[config.mk]
export PLATFORM = sky130hd
export DESIGN_NAME = url_query_splitter_percent_decoder
export DESIGN_NICKNAME = d
export VERILOG_FILES = /design/src/rtl/uqspd_pkg.sv /design/src/rtl/uqspd_front.sv /design/src/rtl/uqspd_queue.sv /design/src/rtl/uqspd_back.sv /design/src/rtl/url_query_splitter_percent_decoder.sv
export SDC_FILE = /design/constraint.sdc
export NUM_CORES = 1
export LEC_CHECK = 0
export ABC_AREA = 1
export BUFFER_PORTS_ARGS = -buffer_cell sky130_fd_sc_hd__clkbuf_2
export CORE_ASPECT_RATIO = 0.7
export CORE_MARGIN = 4
export CORE_UTILIZATION = 45
export CTS_CLUSTER_DIAMETER = 100
export DETAILED_ROUTE_END_ITERATION = 10
export HOLD_SLACK_MARGIN = 0.15
export PLACE_DENSITY = 0.57
export SLEW_MARGIN = 20
export SYNTH_ARGS = -nofsm -noshare
export SYNTH_HDL_FRONTEND = slang
export SYNTH_SLANG_ARGS = --single-unit
[constraint.sdc]
create_clock -name aclk -period 10.2 [get_ports aclk]
set_clock_uncertainty 0.1 [all_clocks]
set_input_delay 2.55 -clock aclk [delete_from_list [all_inputs] [get_ports aclk]]
set_output_delay 2.55 -clock aclk [all_outputs]
set_load 0.05 [all_outputs]
[src/rtl/uqspd_pkg.sv]
// shared types and constants for the url query splitter and percent decoder
package uqspd_pkg;

    localparam int MAX_RES = 5;
    localparam int CNT_W   = 3;

    // one result of the tagged output stream
    typedef struct packed {
        logic       tend;
        logic [1:0] kind;
        logic       has;
        logic [7:0] data;
    } res_t;

    // all results caused by one input byte
    typedef struct packed {
        res_t [MAX_RES-1:0] ent;
        logic [CNT_W-1:0]   cnt;
    } rec_t;

endpackage

[src/rtl/uqspd_front.sv]
// front end: classifies each url byte, runs the escape state and builds its result record
module uqspd_front (
    input  logic                aclk,
    input  logic                aresetn,
    input  logic                accept,
    input  logic [7:0]          in_byte,
    input  logic                end_of_url,
    output logic                push,
    output uqspd_pkg::rec_t     rec
);

    typedef enum logic [1:0] {
        SEC_PATH  = 2'd0,
        SEC_KEY   = 2'd1,
        SEC_VALUE = 2'd2
    } section_t;

    typedef enum logic [1:0] {
        ESC_NONE = 2'd0,
        ESC_PCT  = 2'd1,
        ESC_HEX  = 2'd2
    } esc_t;

    localparam logic [7:0] CH_PCT   = 8'h25;
    localparam logic [7:0] CH_PLUS  = 8'h2B;
    localparam logic [7:0] CH_SPACE = 8'h20;
    localparam logic [7:0] CH_QUERY = 8'h3F;
    localparam logic [7:0] CH_AMP   = 8'h26;
    localparam logic [7:0] CH_EQ    = 8'h3D;

    section_t   section_reg, section_next;
    esc_t       esc_reg, esc_next;
    logic [7:0] held_reg, held_next;
    logic       started_reg, started_next;

    // {valid, value} of a hex digit
    function automatic logic [4:0] hex_val(input logic [7:0] c);
        logic [7:0] d;
        begin
            d = 8'h00;
            if (c inside {[8'h30:8'h39]}) begin
                d = c - 8'h30;
                return {1'b1, d[3:0]};
            end else if (c inside {[8'h41:8'h46]}) begin
                d = c - 8'h37;
                return {1'b1, d[3:0]};
            end else if (c inside {[8'h61:8'h66]}) begin
                d = c - 8'h57;
                return {1'b1, d[3:0]};
            end
            return 5'd0;
        end
    endfunction

    function automatic uqspd_pkg::rec_t add(input uqspd_pkg::rec_t r, input logic [7:0] d,
                                            input logic h, input logic [1:0] k,
                                            input logic e);
        uqspd_pkg::rec_t o;
        begin
            o = r;
            o.ent[r.cnt].data = d;
            o.ent[r.cnt].has  = h;
            o.ent[r.cnt].kind = k;
            o.ent[r.cnt].tend = e;
            o.cnt = r.cnt + 3'd1;
            return o;
        end
    endfunction

    // pending escape comes out literally
    function automatic uqspd_pkg::rec_t flush(input uqspd_pkg::rec_t r, input logic [1:0] esc,
                                              input logic [7:0] held, input logic [1:0] k);
        uqspd_pkg::rec_t o;
        begin
            o = r;
            if (esc == ESC_PCT) begin
                o = add(o, CH_PCT, 1'b1, k, 1'b0);
            end else if (esc == ESC_HEX) begin
                o = add(o, CH_PCT, 1'b1, k, 1'b0);
                o = add(o, held, 1'b1, k, 1'b0);
            end
            return o;
        end
    endfunction

    always_comb begin
        uqspd_pkg::rec_t r;
        logic [4:0] hv;
        logic [4:0] hh;
        logic       done;
        r            = '0;
        section_next = section_reg;
        esc_next     = esc_reg;
        held_next    = held_reg;
        started_next = started_reg;
        hv           = hex_val(in_byte);
        hh           = hex_val(held_reg);
        done         = 1'b0;

        if (section_next == SEC_PATH) begin
            if (in_byte == CH_QUERY) begin
                r            = add(r, 8'h00, 1'b0, SEC_PATH, 1'b1);
                section_next = SEC_KEY;
                started_next = 1'b0;
                esc_next     = ESC_NONE;
            end else begin
                r = add(r, in_byte, 1'b1, SEC_PATH, 1'b0);
            end
        end else if (in_byte == CH_AMP) begin
            r        = flush(r, esc_next, held_next, section_next);
            esc_next = ESC_NONE;
            if (section_next == SEC_KEY) begin
                r = add(r, 8'h00, 1'b0, SEC_KEY, 1'b1);
            end
            r            = add(r, 8'h00, 1'b0, SEC_VALUE, 1'b1);
            section_next = SEC_KEY;
            started_next = 1'b0;
        end else if (in_byte == CH_EQ && section_next == SEC_KEY) begin
            r            = flush(r, esc_next, held_next, section_next);
            esc_next     = ESC_NONE;
            r            = add(r, 8'h00, 1'b0, SEC_KEY, 1'b1);
            section_next = SEC_VALUE;
            started_next = 1'b1;
        end else begin
            started_next = 1'b1;
            if (esc_next == ESC_PCT) begin
                if (hv[4]) begin
                    held_next = in_byte;
                    esc_next  = ESC_HEX;
                    done      = 1'b1;
                end else begin
                    r        = flush(r, esc_next, held_next, section_next);
                    esc_next = ESC_NONE;
                end
            end else if (esc_next == ESC_HEX) begin
                if (hv[4]) begin
                    r        = add(r, {hh[3:0], hv[3:0]}, 1'b1, section_next, 1'b0);
                    esc_next = ESC_NONE;
                    done     = 1'b1;
                end else begin
                    r        = flush(r, esc_next, held_next, section_next);
                    esc_next = ESC_NONE;
                end
            end
            if (!done) begin
                if (in_byte == CH_PCT) begin
                    esc_next = ESC_PCT;
                end else if (in_byte == CH_PLUS) begin
                    r = add(r, CH_SPACE, 1'b1, section_next, 1'b0);
                end else begin
                    r = add(r, in_byte, 1'b1, section_next, 1'b0);
                end
            end
        end

        if (end_of_url) begin
            if (section_next == SEC_PATH) begin
                r = add(r, 8'h00, 1'b0, SEC_PATH, 1'b1);
            end else begin
                r = flush(r, esc_next, held_next, section_next);
                if (section_next == SEC_KEY) begin
                    if (started_next) begin
                        r = add(r, 8'h00, 1'b0, SEC_KEY, 1'b1);
                        r = add(r, 8'h00, 1'b0, SEC_VALUE, 1'b1);
                    end
                end else begin
                    r = add(r, 8'h00, 1'b0, SEC_VALUE, 1'b1);
                end
            end
            section_next = SEC_PATH;
            esc_next     = ESC_NONE;
            held_next    = 8'h00;
            started_next = 1'b0;
        end
        rec = r;
    end

    assign push = accept && (rec.cnt != '0);

    always_ff @(posedge aclk) begin
        if (!aresetn) begin
            section_reg <= SEC_PATH;
            esc_reg     <= ESC_NONE;
            held_reg    <= 8'h00;
            started_reg <= 1'b0;
        end else if (accept) begin
            section_reg <= section_next;
            esc_reg     <= esc_next;
            held_reg    <= held_next;
            started_reg <= started_next;
        end
    end

endmodule

[src/rtl/uqspd_queue.sv]
// short record queue between the front end and the back end
module uqspd_queue #(
    parameter int DEPTH = 4
) (
    input  logic            aclk,
    input  logic            aresetn,
    input  logic            push,
    input  uqspd_pkg::rec_t wr_rec,
    input  logic            pop,
    output uqspd_pkg::rec_t rd_rec,
    output logic            not_empty,
    output logic            full
);

    localparam int PTR_W = (DEPTH > 1) ? $clog2(DEPTH) : 1;
    localparam int CNT_W = $clog2(DEPTH + 1);

    uqspd_pkg::rec_t    mem_reg [DEPTH];
    logic [PTR_W-1:0]   wr_ptr_reg, rd_ptr_reg;
    logic [CNT_W-1:0]   count_reg;

    assign rd_rec    = mem_reg[rd_ptr_reg];
    assign not_empty = (count_reg != '0);
    assign full      = (count_reg == CNT_W'(DEPTH));

    always_ff @(posedge aclk) begin
        if (push) begin
            mem_reg[wr_ptr_reg] <= wr_rec;
        end
    end

    always_ff @(posedge aclk) begin
        if (!aresetn) begin
            wr_ptr_reg <= '0;
            rd_ptr_reg <= '0;
            count_reg  <= '0;
        end else begin
            if (push) begin
                wr_ptr_reg <= (wr_ptr_reg == PTR_W'(DEPTH - 1)) ? '0 : wr_ptr_reg + 1'b1;
            end
            if (pop) begin
                rd_ptr_reg <= (rd_ptr_reg == PTR_W'(DEPTH - 1)) ? '0 : rd_ptr_reg + 1'b1;
            end
            if (push && !pop) begin
                count_reg <= count_reg + 1'b1;
            end else if (pop && !push) begin
                count_reg <= count_reg - 1'b1;
            end
        end
    end

endmodule

[src/rtl/uqspd_back.sv]
// back end: walks each record one result per cycle into the output register, while the receiver does not stall
module uqspd_back (
    input  logic            aclk,
    input  logic            aresetn,
    input  uqspd_pkg::rec_t q_rec,
    input  logic            q_valid,
    output logic            q_pop,
    output logic            m_tvalid,
    input  logic            m_tready,
    output logic [7:0]      m_tdata,
    output logic [3:0]      m_tuser,
    output logic            m_tlast
);

    uqspd_pkg::rec_t               cur_reg;
    logic                          cur_valid_reg;
    logic [uqspd_pkg::CNT_W-1:0]   idx_reg;
    logic                          out_valid_reg;
    uqspd_pkg::res_t               out_reg;
    logic                          out_last_reg;

    logic load;
    logic is_last;

    assign is_last = (idx_reg == cur_reg.cnt - 3'd1);
    assign load    = cur_valid_reg && (!out_valid_reg || m_tready);
    assign q_pop   = q_valid && (!cur_valid_reg || (load && is_last));

    always_ff @(posedge aclk) begin
        if (!aresetn) begin
            cur_valid_reg <= 1'b0;
            idx_reg       <= '0;
            out_valid_reg <= 1'b0;
        end else begin
            if (q_pop) begin
                cur_valid_reg <= 1'b1;
                idx_reg       <= '0;
            end else if (load && is_last) begin
                cur_valid_reg <= 1'b0;
            end else if (load) begin
                idx_reg <= idx_reg + 1'b1;
            end
            if (load) begin
                out_valid_reg <= 1'b1;
            end else if (m_tready) begin
                out_valid_reg <= 1'b0;
            end
        end
    end

    always_ff @(posedge aclk) begin
        if (q_pop) begin
            cur_reg <= q_rec;
        end
        if (load) begin
            out_reg      <= cur_reg.ent[idx_reg];
            out_last_reg <= is_last;
        end
    end

    assign m_tvalid = out_valid_reg;
    assign m_tdata  = out_reg.data;
    assign m_tuser  = {out_reg.tend, out_reg.kind, out_reg.has};
    assign m_tlast  = out_last_reg;

endmodule

[src/rtl/url_query_splitter_percent_decoder.sv]
// top level of the url query splitter and percent decoder
//
// input channel s_: one url byte per transaction in s_tdata, s_tlast on the final byte
// output channel m_: tagged token stream, one result per transaction
//   m_tdata  decoded character (zero on a pure end marker)
//   m_tuser  token flags, m_tlast closes the results of one input byte
// the path passes raw up to the first '?', then '&' splits pairs and the first '='
// splits key from value; key and value bytes are percent decoded and '+' becomes space
// an input byte yields zero to five results; bytes that yield none (a '%' say)
// produce no output transaction at all
// a byte's results go through the record queue, the current record register and the
// output register; throughput: one byte per cycle while each byte yields at most one
// result and the receiver is ready; a byte with several results holds the back end
// longer, and the record queue between front and back absorbs such bursts until it fills, then s_tready drops
// when the receiver stalls the output register holds, the back end waits and the
// queue keeps taking bytes until full
// reset (aresetn low, synchronous) returns to the path section, clears any pending
// escape and empties the queue and output register; the final byte of a url does the
// same to the parser state
module url_query_splitter_percent_decoder #(
    parameter int QUEUE_DEPTH = 4
) (
    input  logic       aclk,
    input  logic       aresetn,
    input  logic       s_tvalid,
    output logic       s_tready,
    input  logic [7:0] s_tdata,   // [7:0] in_byte
    input  logic       s_tlast,   // end_of_url
    output logic       m_tvalid,
    input  logic       m_tready,
    output logic [7:0] m_tdata,   // [7:0] out_byte
    output logic [3:0] m_tuser,   // [0] has_byte, [2:1] token_kind, [3] token_end
    output logic       m_tlast    // last_result
);

    logic            accept;
    logic            push;
    uqspd_pkg::rec_t front_rec;
    uqspd_pkg::rec_t q_rec;
    logic            q_valid;
    logic            q_full;
    logic            q_pop;

    // the front end never stalls on its own, only on a full queue
    assign s_tready = !q_full;
    assign accept   = s_tvalid && s_tready;

    uqspd_front u_front (
        .aclk       (aclk),
        .aresetn    (aresetn),
        .accept     (accept),
        .in_byte    (s_tdata),
        .end_of_url (s_tlast),
        .push       (push),
        .rec        (front_rec)
    );

    // records with no results are never queued
    uqspd_queue #(
        .DEPTH (QUEUE_DEPTH)
    ) u_queue (
        .aclk      (aclk),
        .aresetn   (aresetn),
        .push      (push),
        .wr_rec    (front_rec),
        .pop       (q_pop),
        .rd_rec    (q_rec),
        .not_empty (q_valid),
        .full      (q_full)
    );

    uqspd_back u_back (
        .aclk     (aclk),
        .aresetn  (aresetn),
        .q_rec    (q_rec),
        .q_valid  (q_valid),
        .q_pop    (q_pop),
        .m_tvalid (m_tvalid),
        .m_tready (m_tready),
        .m_tdata  (m_tdata),
        .m_tuser  (m_tuser),
        .m_tlast  (m_tlast)
    );

endmodule

== After elaboration in Yosys (flattened, before gate mapping) ==
Memories as Yosys holds them, arrays and structs flattened. A register that Yosys moved wholly into a read port is not among the register bits.
Cells that the tools add are included.
Storage, ports and cells
  memory bits (writable): 252
  input port bits: 13
  memories kept: 1
  bits in registers: 38
Operators by class
  reduce and logical (&&, ||, !) cells: 38
  multiplexer cells: 195
  add/subtract/negate cells: 20
  $lt $le $gt $ge: 29
  eq/ne operators: 15
  bitwise operators: 2
Memories
  u_queue.mem_reg: depth 4, width 63, read ports 1, clocked after memory_dff 1, write ports 1, line uqspd_queue.sv:18  | uqspd_pkg::rec_t mem_reg [DEPTH];
Operator list (count)
  60-bit bitwise mux: 42
  63-bit two-way mux: 28
  12-bit demux with 3-bit select: 32
  8-bit two-way mux: 14
  12-bit two-way mux: 9
  11-bit two-way mux: 8
  9-bit two-way mux: 8
  26-bit two-way mux: 2
  8-bit by 6-bit equality test with 1-bit output (second input constant): 5
  12-bit binary-select mux with 3-bit select: 1
  3-bit by 4-bit < comparator with 1-bit output (second input constant): 9
  2-bit two-way mux: 17
  8-bit by 7-bit greater-or-equal comparator with 1-bit output (second input constant): 4
  8-bit by 7-bit <= comparator with 1-bit output (second input constant): 4
  3-bit by 1-bit adder with 3-bit output (second input constant): 10
  3-bit by 1-bit greater-or-equal comparator with 1-bit output (second input constant): 8
  1-bit logical AND: 22
  1-bit two-way mux: 22
  5-bit two-way mux: 4
  8-bit by 6-bit greater-or-equal comparator with 1-bit output (second input constant): 2
  8-bit by 6-bit <= comparator with 1-bit output (second input constant): 2
  4-bit two-way mux: 4
  4-bit by 3-bit subtractor with 4-bit output (second input constant): 4
  15-bit two-way mux: 1
  other kinds (17): 37

== Logic depth before layout (Yosys ltp) ==
Gate-level depths: netlist of run 1.
  word-level depth: 64
  mapped depth: 38
  gate-level depth less buffers: 38

== Modules after synthesis ==
A second synthesis of run 1 with hierarchy kept.
Second synthesis, totals
  cell total of the unflattened synthesis: 1773
  area, all modules: 17790.8 um^2
Modules (own cells, without submodules)
  uqspd_queue: area each 10044.6 um^2, cells each 669, instances 1
  uqspd_front: area each 4599.4 um^2, cells each 869, instances 1
  uqspd_back: area each 3133.0 um^2, cells each 232, instances 1
  url_query_splitter_percent_decoder: area each 13.8 um^2, cells each 3, instances 1

== Worst setup path before layout of run 1 ==
Ideal clock, no wire load.
  path type: input -> register
  start point: input s_tdata[0]
  end point: memory u_queue.mem_reg[0][0] (netlist name), enable pin
  arrival: 8.178 ns
  path buffers: 0
  stages: 30
  path slack: 1.438 ns
  cell sequence: inv_1 -> ha_1 -> inv_1 -> nor2_1 -> nand3_1 -> nand2_1 -> inv_1 -> nand2_1 -> nand2_1 -> nor2_4 -> nand2_2 -> a21oi_4 -> ha_1 -> inv_1 -> nand2_1 -> nand2_1 -> nand2_1 -> nand3_4 -> inv_1 -> ha_1 -> inv_1 -> nand3_1 -> nand3_1 -> nand3_1 -> nand2_1 -> nand2_1 -> nor2_2 -> nand3_2 -> nand2_2 -> nor2_1
RTL lines
  start: declaration: line url_query_splitter_percent_decoder.sv:27  | input logic [7:0] s_tdata,
  end: declaration: line uqspd_queue.sv:18

==> metrics.yaml, run 1 <==
die_w_um: 240.4
max_freq_mhz: 125.3
grt_antenna_before_repair: 0
syn_area_um2: 17020
arrival_ps: 8050
die_area_um2: 41040
ant_nets: 0
p_total_mw: 4.245
min_path_type: "reg -> reg"
holdPathStages: 2
grt_setup_unrepaired: "false"
slew_violations: 0
clock_path_buffers: 3
setup_tns_ps: 0
utilization_pct: 50.27
slowest_delay_ps: 540
grt_pass1_vias: 11890
setup_viol: 0
holdCritStartpoint: "u_back.cur_valid_reg"
p_switching_mw: 1.392
worst_slew_margin_rel_pct: 29.18
gr-total-overflow: 0
design_area_um2: 18740
ir_worst_vdd_mv: 0.1408
intPower_mw: 2.854
synth.distinct_cells: 61
critical_path_class: "in -> reg"
fill_cells: 3410
drt_wl_total_um: 51190
dr.pass1.iters: 5
fin_nets: 1719
final_common_cell: "edfxtp_1"
hold_violations: 0
outcome: "finished, final reports clean"
area_growth_pct: 10.12
cts_buffers: 36
seq_area_um2: 10350
crit_path_start: "s_tdata[0]"
grt_usage_pct: 25.03
critPathMaxFanout: 27
clock-sinks: 353
largest_reg_flops: 252
ys_ff_latch: 353
dp_hpwl_um: 35110
max_cap_viol_count: 0
p_comb_share_pct: 24.0
postSynth.asyncResetShare_pct: 0
cp_common_cell: "nand2_1"
finalCriticalPeriod_ps: 7983
critPathSlowestCell: "nor2_4"
wl_per_cell_um: 23.38
tritoncts: "yes"
power.share.sequential_pct: 47.4
cts_setup_buffers: 0
avgSynthCellArea_um2: 10.23
post-route-period-util_pct: 78.26
cts_hold_buf: 0
drtIter0Drc: 1541
initial_utilization_pct: 45.65
coreArea_um2: 37280
layout.cells.most_common_list: "edfxtp_1, o21ai_0, nand2_1, nor2_1, inv_1"
yosysWarningCount: 0
rows: 59
synth-seq-area-share_pct: 60.81
synthCells: 1664
p_per_area_nw_per_um2: 226.5
reg2reg_from: "u_front.esc_reg[1]"
clk_pin_slew_ps: 60
vias: 12720
ctsHtreeMaxLevel: 2
drc_errors: 0
cts_resized: 0
io_pins: 28
die_y_um: 170.7
portBuffers: 27
tightest_slew_ps: 1051
gp_congestion: 0.9881
ys.flop_type: "edfxtp_1"
clock_latency_ps: 530
p_sw_share_pct: 32.78
synth_edf_count: 328
via_per_inst: 5.810
grt_max_degree: 89
clkPwrFrac_pct: 28.5
critPathLaunchType: "primary input"
multi_input_area_um2: 5852
placed_area_um2: 17680
p_leak_nw: 6.821
cp.required_ps: 10270
crit_path_end_kind: "register"
r2r_slack_ps: 3630
grt_pass1_wl_um: 77220
clockRootBuffer: "clkbuf_16"
r2r_cells: 28
drive_gt1_share_pct: 12.12
## final cells by class
cell class | count | share of cell area (%)
multi-input cells | 1094 | 31.23
repair buffers | 50 | 1.709
flip-flops and latches | 353 | 55.25
clock inverters | 17 | 0.6409
well taps | 488 | 3.258
diodes | 1 | 0.01335
clock buffers | 44 | 5.021
inverters | 142 | 2.878
## through the flow
| step | instances | hold slack, ps | setup slack [ps] |
|---|---|---|---|
| floorplan | 1667 | 345.4 | 1438 |
| global placement | 2127 | 361.3 | 1930 |
| detailed placement | 2127 | 361.9 | 1798 |
| CTS | 2188 | 372.2 | 2327 |
| global route | 2188 | 401.0 | 1827 |
| finish | 2189 | 382.2 | 2217 |
## cells in the mapped netlist (all sizes together), types with 4 or more instances
library cell,number,share of area [%]
clkbuf,66,1.5
nand2,247,6.4
a31oi,8,0.29
a22oi,6,0.26
edfxtp,328,58
buf,12,0.47
o21ai,238,7.1
dfxtp,25,2.9
nor3,22,0.68
xor2,4,0.21
a21oi,89,2.7
o221ai,7,0.36
inv,140,3.1
o2111ai,8,0.45
nor2,230,5.5
nand3,68,2.3
a221o,12,0.71
nor4,4,0.15
o22ai,77,2.9
ha,28,2.1
nand4,12,0.48
## kinds of logic after synthesis
logic type | count (synthesis) | share of synthesized area, %
compound gates | 466 | 15.80
xor+xnor | 7 | 0.3602
fa+ha+maj | 29 | 2.176
buf+inv | 220 | 5.087
flops | 353 | 60.81
other cells | 1 | 0.02203
simple gates | 588 | 15.74
## final timing paths
| kind | end |
|---|---|
| setup reg to reg | u_queue.mem_reg[1][50] |
| hold / removal | u_back.m_tvalid |
| setup / recovery | u_queue.mem_reg[1][50] |
| hold reg to reg | u_back.m_tvalid |
## worst max-delay path: cells and delay by family
| kind | cells | cell delay (ps) |
|---|---|---|
| fa+ha+maj | 3 | 920 |
| compound gates | 1 | 240 |
| simple gates | 20 | 3000 |
| buf+inv | 8 | 1280 |
## power groups by stage
stage | sequential, mW | combinational, mW | clock, mW
6_report | 2.01 | 1.02 | 1.21
5_1_grt | 2.04 | 1.13 | 1.30
2_1_floorplan | 2.11 | 0.599 | 0
3_3_place_gp | 2.04 | 1.02 | 0
4_1_cts | 2.02 | 1.03 | 1.24
3_5_place_dp | 2.04 | 1.03 | 0
## per-layer routing
layer / vias up / part of all wire, % / global-route usage, %
li1: 5986 / - / -
met1: 6142 / 48 / 39.45
met2: 514 / 40 / 34.24
met3: 77 / 9.4 / 6.478
met4: 0 / 2.4 / 6.294
met5: - / 0 / 0
Power figures use the tool's default switching activity.
==> run 2: changes to the inputs <==
ABC_AREA = 0   (was 1)
PLACE_DENSITY = 0.6   (was 0.57)
clock period = 7 ns   (was 10.2 ns; I/O delays follow)
==> metrics.yaml, run 2 <==
ys_ff_latch: 353
initial_utilization_pct: 45.56
avgSynthCellArea_um2: 14.10
cp.required_ps: 7350
clock_latency_ps: 530
drive_gt1_share_pct: 20.66
synth.distinct_cells: 89
synth_top_area_cell: "edfxtp_1"
dp_cells: 1686
dp_worst_setup_slack_ps: -36.87
die_area_um2: 39450
intPower_mw: 4.357
synth_area_leaders: "edfxtp_1, mux4_2, dfxtp_1, nand2_1, ha_1"
tritoncts: "yes"
hold_violations: 0
vias: 10480
clockRootBuffer: "clkbuf_16"
grt_pass1_vias: 10270
p_switching_mw: 1.719
worst_slew_margin_rel_pct: 32.04
cts_resized: 0
tightest_slew_ps: 1009
arrival_ps: 6950
ctsHtreeMaxLevel: 2
netlist.area_leader.share_pct: 60.31
critPathLaunchType: "primary input"
clk_pin_slew_ps: 60
outcome: "finished, final reports clean"
cts_setup_buffers: 0
yosys.cell_count.top_type: "edfxtp_1"
grt_pass1_wl_um: 65760
coreArea_um2: 35850
synth-seq-area-share_pct: 63.37
critPathSlowestCell: "o22ai_1"
largest_reg_flops: 252
grt_antenna_before_repair: 0
p_comb_share_pct: 20.7
wl_per_cell_um: 24.89
dr.pass1.iters: 5
rows: 58
grt_max_degree: 47
utilization_pct: 52.21
fin_nets: 1286
ys.flop_type: "edfxtp_1"
synthCells: 1158
crit_family: "compound AO/OA/AOI/OAI gates"
setup_tns_ps: 0
cts_hold_buf: 0
die_w_um: 235.7
cp_num_buf_inv: 7
gr-total-overflow: 0
die_y_um: 167.4
clock-sinks: 353
slowest_delay_ps: 510
drc_errors: 0
gp_congestion: 0.9548
postSynth.asyncResetShare_pct: 0
yosysWarningCount: 0
layout.cells.most_common_list: "edfxtp_1, nand2_1, buf_4, nor2_1, mux4_2"
p_sw_share_pct: 28.29
synth_common_cells: "edfxtp_1, nand2_1, nor2_1"
max_freq_mhz: 151.6
hold_slack_ps: 387.6
ant_nets: 0
diodes: 0
min_path_type: "reg -> reg"
area_growth_pct: 14.59
instances_no_fill: 1748
drt_wl_total_um: 43500
setup_viol: 0
power.share.sequential_pct: 48.1
ir_worst_vdd_mv: 0.1542
critical_path_class: "in -> reg"
critPathMaxFanout: 8
design_area_um2: 18720
finalCriticalPeriod_ps: 6598
p_leak_nw: 6.329
grt_setup_unrepaired: "false"
max_cap_viol_count: 0
synth_edf_count: 328
cts_buffers: 36
portBuffers: 27
p_per_area_nw_per_um2: 324.7
clock_path_buffers: 3
final_common_cell: "edfxtp_1"
dp_hpwl_um: 29910
placed_area_um2: 17560
crit_path_end_kind: "register"
p_total_mw: 6.076
syn_area_um2: 16330
slew_violations: 0
via_per_inst: 5.996
clkPwrFrac_pct: 31.2
drtIter0Drc: 1246
io_pins: 28
post-route-period-util_pct: 94.26
cp_common_cell: "ha_1"
setup_ws_ps: 401.5
grt_usage_pct: 21.87
-- run 2: changes by cell type in the layout (fill, tap and decap cells not counted), sizes merged, moves of 33 or more --
cell	previous run	this run
inv	144	35
o22ai	77	27
a21oi	89	56
nor2	230	72
mux2i	0	34
mux4	0	63
nand3	68	20
o21ai	238	59
buf	23	84
nand2	247	96
-- run 2: path summary, 6_finish.rpt --
| check | from | end | slack, ps | cells past startpoint |
|---|---|---|---|---|
| min | u_back.cur_valid_reg | u_back.m_tvalid | 390 | 1 |
| min reg2reg | u_back.cur_valid_reg | u_back.m_tvalid | 390 | 1 |
| max reg2reg | u_front.esc_reg[1] | u_queue.count_reg[2] | 810 | 24 |
| max | s_tdata[1] | u_queue.count_reg[2] | 400 | 28 |
-- run 2: area by class of cell --
cell class,count,area [µm²]
clock buffers,41,919.6
repair buffers,111,890.9
fillers,3058,17130
multi-input cells,710,5598
flip-flops and latches,353,10360
inverters,32,120.1
clock inverters,21,229.0
well taps,480,600.6
-- run 2: power by group through the flow --
stage | logic (mW) | registers [mW] | clock network (mW)
after floorplan | 0.787 | 3.04 | 0
after global placement | 1.27 | 2.96 | 0
after detailed placement | 1.29 | 2.97 | 0
after CTS | 1.29 | 2.93 | 1.94
after global routing | 1.37 | 2.96 | 2.04
final | 1.26 | 2.92 | 1.90
-- run 2: kinds of logic (layout without fill, tap and decap cells) --
family | count (synthesis) | in the layout | synth area share [%]
AND/OR/NAND/NOR | 311 | 311 | 9.661
AO/OA/AOI/OAI | 254 | 254 | 10.49
adder cells (fa/ha/maj) | 29 | 29 | 2.268
other | 1 | 4 | 0.02296
flip-flops | 353 | 353 | 63.37
multiplexers | 97 | 97 | 10.77
XOR/XNOR | 15 | 15 | 0.8887
buffers and inverters | 98 | 205 | 2.528
-- run 2: per-layer routing --
layer | global-route usage [%] | wire length (µm) | part of all wire (%) | vias up
met3 | 3.490 | 2726 | 6.3 | 65
met4 | 5.461 | 901 | 2.1 | 0
li1 | - | - | - | 4705
met2 | 32.44 | 19160 | 44 | 367
met1 | 34.03 | 20710 | 48 | 5344
met5 | 0 | 0 | 0 | -
